[config.mk]
export PLATFORM = sky130hd
export DESIGN_NAME = rcs_div
export DESIGN_NICKNAME = d
export VERILOG_FILES = /design/src/rtl/rcs_pkg.sv /design/src/rtl/rcs_div.sv
export SDC_FILE = /design/constraint.sdc
export NUM_CORES = 1
export LEC_CHECK = 0
export ABC_AREA = 1
export BUFFER_PORTS_ARGS = -buffer_cell sky130_fd_sc_hd__buf_2
export CAP_MARGIN = 40
export CORE_MARGIN = 1.5
export CORE_UTILIZATION = 50
export CTS_BUF_LIST = sky130_fd_sc_hd__clkbuf_2
export CTS_CLUSTER_DIAMETER = 40
export DETAILED_ROUTE_END_ITERATION = 6
export PLACE_DENSITY = 0.72
export SKIP_LAST_GASP = 1
export SLEW_MARGIN = 20
export SYNTH_ARGS = -nofsm -noshare
export SYNTH_HDL_FRONTEND = slang
export SYNTH_SLANG_ARGS = --single-unit
[constraint.sdc]
create_clock -name i_clk -period 2.4 [get_ports i_clk]
set_input_delay 0 -clock i_clk [delete_from_list [all_inputs] [get_ports i_clk]]
set_output_delay 0 -clock i_clk [all_outputs]
set_load 0.02 [all_outputs]
[src/rtl/rcs_pkg.sv]
`timescale 1ns / 1ps

package rcs_pkg;

    localparam int CURVE_POINTS = 12;
    localparam int CURVE_AW     = $clog2(CURVE_POINTS);
    localparam int CURVE_W      = 12;
    localparam int YAW_SIGN     = 1;

    localparam int CFG_AW = 3;
    localparam int CFG_DW = 11;

    localparam logic [10:0] RST_STICK_CENTRE = 11'd1500;
    localparam logic [6:0]  RST_RP_DEADBAND  = 7'd0;
    localparam logic [6:0]  RST_YAW_DEADBAND = 7'd0;
    localparam logic [10:0] RST_MIN_CHECK    = 11'd1100;
    localparam logic [10:0] RST_TPA_BP       = 11'd1500;
    localparam logic [6:0]  RST_TPA_MAX      = 7'd0;
    localparam logic [6:0]  RST_THR_MID      = 7'd50;
    localparam logic [6:0]  RST_THR_EXPO     = 7'd0;

    localparam logic [11:0] THR_MAX     = 12'd2000;
    localparam logic [10:0] MIN_CHK_MAX = 11'd1999;
    localparam logic [8:0]  AXIS_LIMIT  = 9'd500;
    localparam logic [6:0]  PCT_FULL    = 7'd100;
    localparam logic [6:0]  MID_MAX     = 7'd99;

    // pipelined long division: numerator, divisor and quotient widths
    localparam int DIV_NW = 21;
    localparam int DIV_DW = 11;
    localparam int DIV_QW = 10;

    localparam int IN_W   = 48;
    localparam int OUT_W  = 48;
    localparam int LAT    = 14;
    localparam int FIFO_DEPTH = 32;
    localparam int FIFO_AW    = $clog2(FIFO_DEPTH);

    typedef enum logic [2:0] {
        REG_STICK_CENTRE = 3'd0,
        REG_RP_DEADBAND  = 3'd1,
        REG_YAW_DEADBAND = 3'd2,
        REG_MIN_CHECK    = 3'd3,
        REG_TPA_BP       = 3'd4,
        REG_TPA_MAX      = 3'd5,
        REG_THR_MID      = 3'd6,
        REG_THR_EXPO     = 3'd7
    } t_cfg_reg;

    typedef enum logic [2:0] {
        ST_IDLE,
        ST_SETUP,
        ST_MUL,
        ST_DIV1,
        ST_PROD,
        ST_DIV2,
        ST_STORE
    } t_bld_state;

    typedef struct packed {
        logic                we;
        logic [CURVE_AW-1:0] addr;
        logic [CURVE_W-1:0]  data;
    } t_curve_wr;

    typedef struct packed {
        logic signed [9:0] roll;
        logic signed [9:0] pitch;
        logic signed [9:0] yaw;
    } t_axis_cmds;

    typedef struct packed {
        logic       below;
        logic       above;
        logic [6:0] tmax;
    } t_tpa_flags;

endpackage

[src/rtl/rcs_div.sv]
`timescale 1ns / 1ps

module rcs_div (
    input  logic                       i_clk,
    input  logic [rcs_pkg::DIV_NW-1:0] i_num,
    input  logic [rcs_pkg::DIV_DW-1:0] i_den,
    output logic [rcs_pkg::DIV_QW-1:0] o_quo
);

    localparam int NW = rcs_pkg::DIV_NW;
    localparam int DW = rcs_pkg::DIV_DW;
    localparam int QW = rcs_pkg::DIV_QW;

    logic [NW-1:0] r_rem [0:QW-1];
    logic [DW-1:0] r_den [0:QW-1];
    logic [QW-1:0] r_quo [0:QW-1];

    // one quotient bit per stage, msb first
    for (genvar k = 0; k < QW; k++) begin : g_stage
        logic [NW-1:0] rem_in;
        logic [DW-1:0] den_in;
        logic [QW-1:0] quo_in;
        logic [NW-1:0] den_sh;
        logic          take;

        if (k == 0) begin : g_first
            assign rem_in = i_num;
            assign den_in = i_den;
            assign quo_in = '0;
        end else begin : g_next
            assign rem_in = r_rem[k-1];
            assign den_in = r_den[k-1];
            assign quo_in = r_quo[k-1];
        end

        assign den_sh = NW'(den_in) << (QW - 1 - k);
        assign take   = rem_in >= den_sh;

        always_ff @(posedge i_clk) begin
            r_rem[k] <= take ? (rem_in - den_sh) : rem_in;
            r_den[k] <= den_in;
            r_quo[k] <= quo_in | (QW'(take) << (QW - 1 - k));
        end
    end

    assign o_quo = r_quo[QW-1];

endmodule

==> results of run 1 <==
## synthesized netlist by cell type, drive strengths merged
| cell | instances |
|---|---|
| o21ai | 102 |
| ha | 110 |
| nor3b | 2 |
| a21oi | 95 |
| inv | 368 |
| dfxtp | 343 |
| a21o | 2 |
| and2 | 4 |
| nand3 | 135 |
| xor2 | 25 |
| or2 | 3 |
| fa | 9 |
| a21boi | 4 |
| nor3 | 21 |
| xnor2 | 40 |
| nor4 | 4 |
| a211oi | 1 |
| nor2 | 206 |
| a31oi | 2 |
| o21bai | 5 |
| buf | 17 |
| o21a | 2 |
| nand3b | 20 |
| nand2 | 649 |
| nand4 | 43 |
## per-layer routing
layer  routed length [µm]  part of all wire (%)  GRT usage (%)
met5                    0                     0              0
met1                16800                    42           27.6
met3                 1960                   4.9           4.51
met4                 1610                   4.1           11.4
met2                19300                    49           42.1
## layout make-up
cell class	count	area, µm²	area share [%]
multi-input cells	1484	8010	42.8
clock inverters	34	241	1.29
repair buffers	127	1040	5.57
inverters	368	1390	7.43
well taps	442	553	2.95
flip-flops and latches	343	6870	36.7
diodes	2	5.00	0.0267
clock buffers	123	616	3.29
## metrics by stage
stage	cells	setup TNS [ps]
after floorplan	2212	0
final	2923	-380
after CTS	2914	0
after global routing	2923	-245
after global placement	2683	0
after detailed placement	2683	0
## worst reg2reg max path, cell delays in order (launching register included)
cell     delay (ps)
dfxtp_1         370
ha_1            220
fa_1            440
nor3_1          290
o21ai_0         200
nand3_4         240
inv_4           120
a21oi_1         220
## kinds of logic (layout without fill, tap and decap cells)
| kind of cell | after synthesis | after routing | share of synthesized area, % |
|---|---|---|---|
| adders and majority gates | 119 | 119 | 9.49 |
| xor gates and xnor gates | 65 | 65 | 3.47 |
| buffers and inverters | 385 | 652 | 9.56 |
| AOI/OAI and AO/OA | 213 | 213 | 7.44 |
| other | 0 | 2 | 0 |
| and+or+nand+nor | 1087 | 1087 | 28.2 |
| DFF | 343 | 343 | 41.9 |
## worst max path at each step
stage / slack, ps / endpoint
floorplan: 520 / r_rem[8][8]$_DFF_P_
global placement: 200 / r_rem[2][20]$_DFF_P_
detailed placement: 160 / r_rem[4][8]$_DFF_P_
CTS: 50 / r_rem[0][13]$_DFF_P_
global route: -60 / r_rem[0][12]$_DFF_P_
finish: -60 / r_rem[0][11]$_DFF_P_
## report_power, final
| part | total (µW) | internal (µW) | switching (µW) |
|---|---|---|---|
| Combinational | 10200 | 3890 | 6320 |
| Clock | 4100 | 1750 | 2350 |
| Sequential | 8420 | 7300 | 1120 |
## cells in the final DEF, fill, tap and decap left out, types with 40 or more instances in the layout
cell type      count
buf_2             42
a21oi_1           82
dlygate4sd3_1     73
nand4_1           43
ha_1             109
o21ai_0           60
nor2_1           194
xnor2_1           40
clkbuf_2         123
nand2_1          637
inv_1            362
nand3_1          127
dfxtp_1          343
## what timing repair did
action | in CTS | in global routing
hold endpoints to repair | 33 | 2
setup endpoints to repair | 0 | 32
resized for setup | 0 | 12
hold buffers | 74 | 2
setup buffers | 0 | 8
## flip-flops by register name, indices dropped and copies added, names as in the netlist
name   flops
r_rem    189
r_den     99
r_quo     55
==> flow_summary.toml, run 1 <==
[sta]
period_minus_slack_ps = 2460
relSlewSlack_pct = 60.5
hold_viol = 0
skew_ps = 58.2
slew_viol_final = 0
setup_slack_ps = -64.8
tightest_slew_ps = 587
fmaxAchievable_ghz = 0.406
worst_hold_slack_ps = 152
final-setup-viol-count = 7
finalCritPeriodShare_pct = 103

[min_path]
whs_endpoint = "r_rem[0][19]$_DFF_P_"
hold_depth = 6
hold_class = "in -> reg"
min_from = "i_num[19]"

[logic_synthesis]
synth.largest_area_cell = "dfxtp_1"
synth_area_leaders = "dfxtp_1, nand2_1, ha_1, inv_1, nor2_1"
ys_seq_elements = 343
synth_cells = 2212
netlist.area_leader.share_pct = 41.9
synth.avg_cell_area_um2 = 7.42
synth_fp_nets = 2364
syn_area_mm2 = 0.0164
yosys_warnings = 0
synth_cell_types = 45
ys_seq_area_share_pct = 41.9

[setup_path]
path_common_cell = "dlygate4sd3_1"
start_kind = "input port"
cp_data_arrival_time_ps = 3310
slowest_delay_ps = 560
rrSetupSlack_ps = 190
startpoint = "i_den[0]"
r2r_start = "r_den[1][0]$_DFF_P_"
r2r_end = "r_rem[2][20]$_DFF_P_"
setup.worst_path.end_class = "flop"
worstPathRequired_ps = 3240
critPathBufInv = 6
cp.depth = 15
path_cells = "dlygate4sd3_1 > dlygate4sd3_1 > buf_2 > ha_4 > fa_2 > inv_2 > nand3_1 > nand2_2 > nand4_1 > nand3_2 > nor2_4 > buf_4 > nand2_1 > dlygate4sd3_1 > o21ai_0"
reg2reg_depth = 7
cp_slowest_cell = "dlygate4sd3_1"
crit_family = "buffers and inverters"
path_class = "in -> reg"
crit_fanout = 7

[drt]
drtIter0Drc = 916
drt.antenna.violating_nets = 0
wl_per_cell_um = 13.6
dr_total_vias = 14500
route.detailed.drc = 0
wirelength_um = 39700
vias_per_cell = 4.95
drt_pass1_iterations = 5

[placement]
place.gp.congestion = 0.922
portBuffers = 42
dp_slack_ps = 161
placed_cell_area_mm2 = 0.0170
dp_hpwl_um = 30000

[power_and_ir_drop]
p_leak_uw = 0.00959
p_total_uw = 22700
ir_drop_mv = 0.488
power.density_mw_per_mm2 = 1210

[layout]
fin_nets = 2562
syn2layout_area_growth_pct = 14.1
final_cell_area_mm2 = 0.0187
final_core_util_pct = 57.7
fill_cells = 2961
drive_gt1_share_pct = 10.7

[floorplan]
die-area_mm2 = 0.0339
row_count = 66
core-area_mm2 = 0.0325
fp.dieW_um = 184
die_h_um = 184
ioPinCount = 43
initial_core_util_pct = 50.6

[job]
maxCapViolations = 0

[clock_tree]
cts_tree = "built"
path_clk_slew_ps = 120
htreeDepth = 3
clock_path_buffers = 3
cts_made_buffers = 86
numClockSinks = 343
clock_latency_ps = 930
cts_root_buffer = "clkbuf_2"

[grt]
globalRouteTotalUtil_pct = 23.8
grt_pass1_wl_um = 64400
grt_max_degree = 24
gr-total-overflow = 0
grt_antenna_before_repair = 2
grt_pass1_vias = 14000

[status]
outcome = "finished, violations left"
violations = "negative setup slack"
Power figures use the tool's default switching activity.
==> inputs of run 2 (changes only) <==
--- a/config.mk
+++ b/config.mk
@@ -13,7 +13,7 @@
 export CTS_BUF_LIST = sky130_fd_sc_hd__clkbuf_2
 export CTS_CLUSTER_DIAMETER = 40
 export DETAILED_ROUTE_END_ITERATION = 6
-export PLACE_DENSITY = 0.72
+export PLACE_DENSITY = 0.75
 export SKIP_LAST_GASP = 1
 export SLEW_MARGIN = 20
 export SYNTH_ARGS = -nofsm -noshare
==> constraint.sdc (replaced) <==
create_clock -name i_clk -period 2 [get_ports i_clk]
set_input_delay 0 -clock i_clk [delete_from_list [all_inputs] [get_ports i_clk]]
set_output_delay 0 -clock i_clk [all_outputs]
set_load 0.02 [all_outputs]
==> run 2 against run 1 <==
Net effect:
- the run now ends clean
- total power increased by 30%
- sequential share of layout area decreased by 2.9 points
- utilization increased by 5.3 points
- global-route usage increased by 0.91 points
- hold slack got worse by 12 ps
- count of clock-buffer cells in the layout decreased by 10
- clock power increased by 11%
- sequential power increased by 22%
- cell count increased by 3.0%
- combinational power increased by 45%
- routed wire length increased by 9.1%
- critical path type unchanged
- highest routed layer unchanged
==> flow_summary.toml, run 2 (synthesis results as in run 1) <==
[status]
outcome = "complete, no violations"

[sta]
fmaxAchievable_ghz = 0.507
rsz0062_at_grt = "true"
hold_viol = 0
tightest_slew_ps = 444
skew_ps = 87.1
worst_hold_slack_ps = 140
final-setup-viol-count = 0
finalCritPeriodShare_pct = 98.5
slew_viol_final = 0
setup_slack_ps = 29.1
period_minus_slack_ps = 1970
relSlewSlack_pct = 70.2

[placement]
portBuffers = 42
dp_slack_ps = -85.4
place.gp.congestion = 0.933
dp_hpwl_um = 31100

[layout]
layout_commonest_cell = "nand2_1"
multi_input_area_mm2 = 0.00887
largest-register = "r_rem"
fin_nets = 2661
largest_reg_flops = 189
fill_cells = 2793
drive_gt1_share_pct = 20.6
largestRegisters = "r_rem: 189 flops, r_den: 99 flops, r_quo: 55 flops"
final_cell_mix = "nand2_1, inv_1, dfxtp_1, nor2_1, nand3_1"
syn2layout_area_growth_pct = 24.5
seq_area_mm2 = 0.00690

[grt]
grt_pass1_vias = 14500
grt_pass1_wl_um = 66600
grt_max_degree = 21
globalRouteTotalUtil_pct = 24.7
gr-total-overflow = 0
grt_antenna_before_repair = 1

[power_and_ir_drop]
p_comb_share_pct = 49.8
power.share.clock_pct = 15.4
seqPwrFrac_pct = 34.8
p_int_uw = 16800
p_switching_uw = 12800
ir_drop_mv = 0.638
power.density_mw_per_mm2 = 1450
sw_frac_of_total_pct = 43.2
p_leak_uw = 0.0101

[floorplan]
die_h_um = 184
fp.dieW_um = 184
row_count = 66
die-area_mm2 = 0.0339
ioPinCount = 43
initial_core_util_pct = 50.6
core-area_mm2 = 0.0325

[min_path]
hold_depth = 5
hold_class = "in -> reg"

[setup_path]
path_class = "in -> reg"
setup.worst_path.end_class = "flop"
path_cells = "dlygate4sd3_1 > buf_2 > dlygate4sd3_1 > inv_1 > ha_1 > fa_2 > inv_2 > nand3_1 > nand2_2 > nand4_1 > nand4_1 > buf_4 > nand2_1 > o21ai_0"
worstPathRequired_ps = 2900
cp_slowest_cell = "dlygate4sd3_1"
start_kind = "input port"
reg2reg_depth = 13
cp_data_arrival_time_ps = 2870
slowest_delay_ps = 560
crit_fanout = 5

[job]
maxCapViolations = 0

[clock_tree]
clock_path_buffers = 3
htreeDepth = 3
cts_root_buffer = "clkbuf_2"
numClockSinks = 343
path_clk_slew_ps = 120
cts_tree = "built"
cts_made_buffers = 88
clock_latency_ps = 990

[drt]
wl_per_cell_um = 14.4
met3_length_um = 1870
vias_per_cell = 5.05
route.detailed.drc = 0
drt.antenna.violating_nets = 0
dr_total_vias = 15200
drt-met1-wl_um = 17700
wl_met2_um = 22100
wirelength_um = 43300
drt_pass1_iterations = 5
drtIter0Drc = 870
dr.max_layer_used = "met4"
==> run 2: cell count changes in the layout (fill, tap and decap cells not counted), sizes merged <==
cell and change:
diode -1, clkinv +3, nand3 +1, nor2 +1, clkinvlp +2, buf +98
clkbuf -6, dlygate4sd3 -9, bufinv -2
==> run 2: power by group through the flow <==
| stage | sequential [µW] | clock, µW | combinational (µW) |
|---|---|---|---|
| 6_report | 10300 | 4560 | 14800 |
| 5_1_grt | 10500 | 5110 | 16500 |
| 4_1_cts | 10100 | 4710 | 13200 |
| 3_5_place_dp | 10300 | 0 | 12800 |
| 3_3_place_gp | 10200 | 0 | 12600 |
| 2_1_floorplan | 9700 | 0 | 9650 |
==> run 2: cell type report <==
| type | count | area share [%] |
|---|---|---|
| Clock buffer | 113 | 2.77 |
| Multi-Input combinational cell | 1486 | 43.4 |
| Timing Repair inverter | 2 | 0.159 |
| Timing Repair Buffer | 220 | 9.30 |
| Antenna cell | 1 | 0.0122 |
| Sequential cell | 343 | 33.8 |
| Clock inverter | 35 | 0.968 |
| Inverter | 368 | 6.88 |
| Tap cell | 442 | 2.71 |
==> run 2: path summary, 6_finish.rpt <==
| path | start | to | slack [ps] |
|---|---|---|---|
| max reg2reg | r_den[7][0]$_DFF_P_ | r_rem[8][10]$_DFF_P_ | 50 |
| min reg2reg | r_quo[5][8]$_DFF_P_ | r_quo[6][8]$_DFF_P_ | 310 |
| min | i_num[14] | r_rem[0][14]$_DFF_P_ | 140 |
| max | i_num[9] | r_rem[0][9]$_DFF_P_ | 30 |
==> run 2: per-stage QoR <==
step	cell area, µm²	std cells	TNS, ps	util, %	total power, µW
floorplan	16400	2212	0	-	19300
global placement	17600	2754	-492	54.2	22900
detailed placement	17600	2754	-1450	54.2	23100
CTS	19200	2980	-616	59.2	28000
global route	20400	3010	-1410	63.0	32100
finish	20400	3010	0	63.0	29600
==> run 2: per-layer routing <==
| layer | GRT usage (%) | vias to the layer above |
|---|---|---|
| met5 | 0 | - |
| met4 | 11.5 | 0 |
| met3 | 4.54 | 126 |
| met1 | 27.8 | 7013 |
| li1 | - | 7615 |
| met2 | 45.0 | 444 |
==> run 2: what timing repair did <==
action	4_1_cts	5_1_grt
endpoints found under the setup margin	91	143
resized for setup	26	207
gates cloned	4	5
hold buffers	64	0
endpoints found under the hold margin	33	0
setup buffers	10	24
pin swaps	6	47
==> run 2: critical path, delay by kind of cell <==
family                   cells  cell delay, ps
AO/OA/AOI/OAI                1              60
adder cells (fa/ha/maj)      2             660
buffers and inverters        6            1550
AND/OR/NAND/NOR              5             600
==> inputs of run 3 (changes only) <==
--- a/config.mk
+++ b/config.mk
@@ -8,12 +8,14 @@
 export ABC_AREA = 1
 export BUFFER_PORTS_ARGS = -buffer_cell sky130_fd_sc_hd__buf_2
 export CAP_MARGIN = 40
+export CELL_PAD_IN_SITES_DETAIL_PLACEMENT = 0
+export CELL_PAD_IN_SITES_GLOBAL_PLACEMENT = 2
 export CORE_MARGIN = 1.5
-export CORE_UTILIZATION = 50
+export CORE_UTILIZATION = 35
 export CTS_BUF_LIST = sky130_fd_sc_hd__clkbuf_2
 export CTS_CLUSTER_DIAMETER = 40
 export DETAILED_ROUTE_END_ITERATION = 6
-export PLACE_DENSITY = 0.75
+export PLACE_DENSITY = 0.85
 export SKIP_LAST_GASP = 1
 export SLEW_MARGIN = 20
 export SYNTH_ARGS = -nofsm -noshare
==> run 3 against run 2 <==
Net effect:
- utilization fell by 17 points
- hold slack improved by 49 ps
- die area rose by 42%
- global-route usage fell by 5.5 points
- combinational power rose by 7%
- non-clock buffer count rose by 85
- the flow now finishes with violations (negative setup slack)
- routed wire length rose by 4.6%
- critical path type is now reg -> reg
- cell count rose by 8.2%
- sequential cell count did not move
==> flow_summary.toml, run 3 (synthesis results as in run 1) <==
[clock_tree]
clock_path_buffers = 3
clock_latency_ps = 1020
cts_tree = "built"
path_clk_slew_ps = 110
htreeDepth = 3
numClockSinks = 343
cts_made_buffers = 89
cts_root_buffer = "clkbuf_2"

[placement]
portBuffers = 42
placed_cell_area_mm2 = 0.0183
place.gp.congestion = 0.855
dp_hpwl_um = 34800
placed_cells = 2980

[grt]
gr-total-overflow = 0
grt_pass1_wl_um = 72700
use_met3_pct = 3.60
grt_pass1_vias = 14700
grt_max_degree = 24
grt_antenna_before_repair = 1
gr-usage-met2_pct = 34.0
grt.busiest_layer = "met2"
globalRouteTotalUtil_pct = 19.2
grtUsageMet1_pct = 23.0

[sta]
setup_slack_ps = -42.4
hold_viol = 0
period_minus_slack_ps = 2040
slew_viol_final = 0
skew_ps = 72.7
relSlewSlack_pct = 68.8
final-setup-viol-count = 7
finalCritPeriodShare_pct = 102
rsz0062_at_grt = "true"
tightest_slew_ps = 464
fmaxAchievable_ghz = 0.490

[power_and_ir_drop]
power.density_mw_per_mm2 = 1440
p_leak_uw = 0.0106
ir_drop_mv = 0.645

[setup_path]
reg2reg_depth = 15
rrSetupSlack_ps = -40
r2r_start = "r_rem[3][5]$_DFF_P_"
setup.worst_path.end_class = "flop"
start_kind = "flop"
critPathCapture = "r_rem[4][9]$_DFF_P_"
crit_fanout = 6
path_class = "reg -> reg"
worstPathRequired_ps = 2910
r2r_end = "r_rem[4][9]$_DFF_P_"
cp_data_arrival_time_ps = 2950
startpoint = "r_rem[3][5]$_DFF_P_"

[floorplan]
die-area_mm2 = 0.0482
core-area_mm2 = 0.0464
row_count = 79
ioPinCount = 43
die_h_um = 220
fp.dieW_um = 220
initial_core_util_pct = 35.4

[drt]
dr_total_vias = 14900
drtIter0Drc = 647
drt_pass1_iterations = 5
vias_per_cell = 4.56
route.detailed.drc = 0
wirelength_um = 45300
wl_per_cell_um = 13.9
drt.antenna.violating_nets = 0

[job]
maxCapViolations = 0

[layout]
final_cell_area_mm2 = 0.0213
fin_nets = 2748
syn2layout_area_growth_pct = 29.8
largest_reg_flops = 189
largest-register = "r_rem"
final_cell_mix = "nand2_1, inv_1, dfxtp_1, nor2_1, buf_4"
layout_commonest_cell = "nand2_1"
final_core_util_pct = 45.9
fill_cells = 4731
largestRegisters = "r_rem: 189 flops, r_den: 99 flops, r_quo: 55 flops"
drive_gt1_share_pct = 23.6
fin_cells = 3257

[min_path]
hold_class = "in -> reg"

[status]
violations = "negative setup slack"
outcome = "finished, violations left"
-- run 3: cell type report --
cell class              instances  area (µm²)  area share, %
multi-input cells            1486        8890           41.8
flip-flops and latches        343        6900           32.4
repair buffers                305        2570           12.1
inverters                     368        1400           6.57
well taps                     607         759           3.57
clock buffers                 117         586           2.75
clock inverters                27         139          0.652
repair inverters                3        43.8          0.206
diodes                          1        2.50         0.0118
-- run 3: what timing repair did --
action,4_1_cts,5_1_grt
resized for setup,78,190
hold buffers,70,0
endpoints found under the hold margin,33,0
setup endpoints to repair,83,137
pin swaps,15,46
gates cloned,8,1
setup buffers,28,26
-- run 3: critical path, stage by stage, from the launching register on --
cell	delay, ps
dfxtp_2	330
inv_2	60
ha_4	130
inv_2	40
fa_2	380
nand3_2	80
nand2_2	70
nand2_2	80
nand3_2	80
nand2_2	120
nand3_4	90
inv_4	90
buf_6	120
buf_12	130
nand2_2	50
o21ai_2	70
-- run 3: how the worst min path moves through the flow --
stage	cells after the start	from	endpoint
global placement	1	i_num[5]	r_rem[0][5]$_DFF_P_
finish	3	i_num[7]	r_rem[0][7]$_DFF_P_
floorplan	0	i_den[0]	r_den[0][0]$_DFF_P_
detailed placement	1	i_den[2]	r_den[0][2]$_DFF_P_
global route	3	i_den[2]	r_den[0][2]$_DFF_P_
CTS	3	i_num[7]	r_rem[0][7]$_DFF_P_
-- run 3: per-stage QoR --
| stage | total power (µW) | TNS [ps] | setup WS (ps) | hold slack (ps) |
|---|---|---|---|---|
| 5_1_grt | 33400 | -4800 | -157 | 76.3 |
| 6_report | 30600 | -164 | -42.4 | 189 |
| 4_1_cts | 29500 | -597 | -87.6 | 0.110 |
| 3_3_place_gp | 24100 | -4100 | -295 | 119 |
| 2_1_floorplan | 19300 | 0 | 120 | 27.7 |
| 3_5_place_dp | 24100 | -5060 | -364 | 121 |
-- run 3: per-layer routing --
layer  vias up  share of wire (%)
met5         -                  0
met4         0                2.6
met3        81                3.4
met2       249                 49
met1      6753                 45
li1       7768                  -
-- run 3: power by group --
group	switching, µW	internal, µW
Sequential	1500	8760
Clock	2810	1630
Combinational	8820	7060
Total	13100	17500
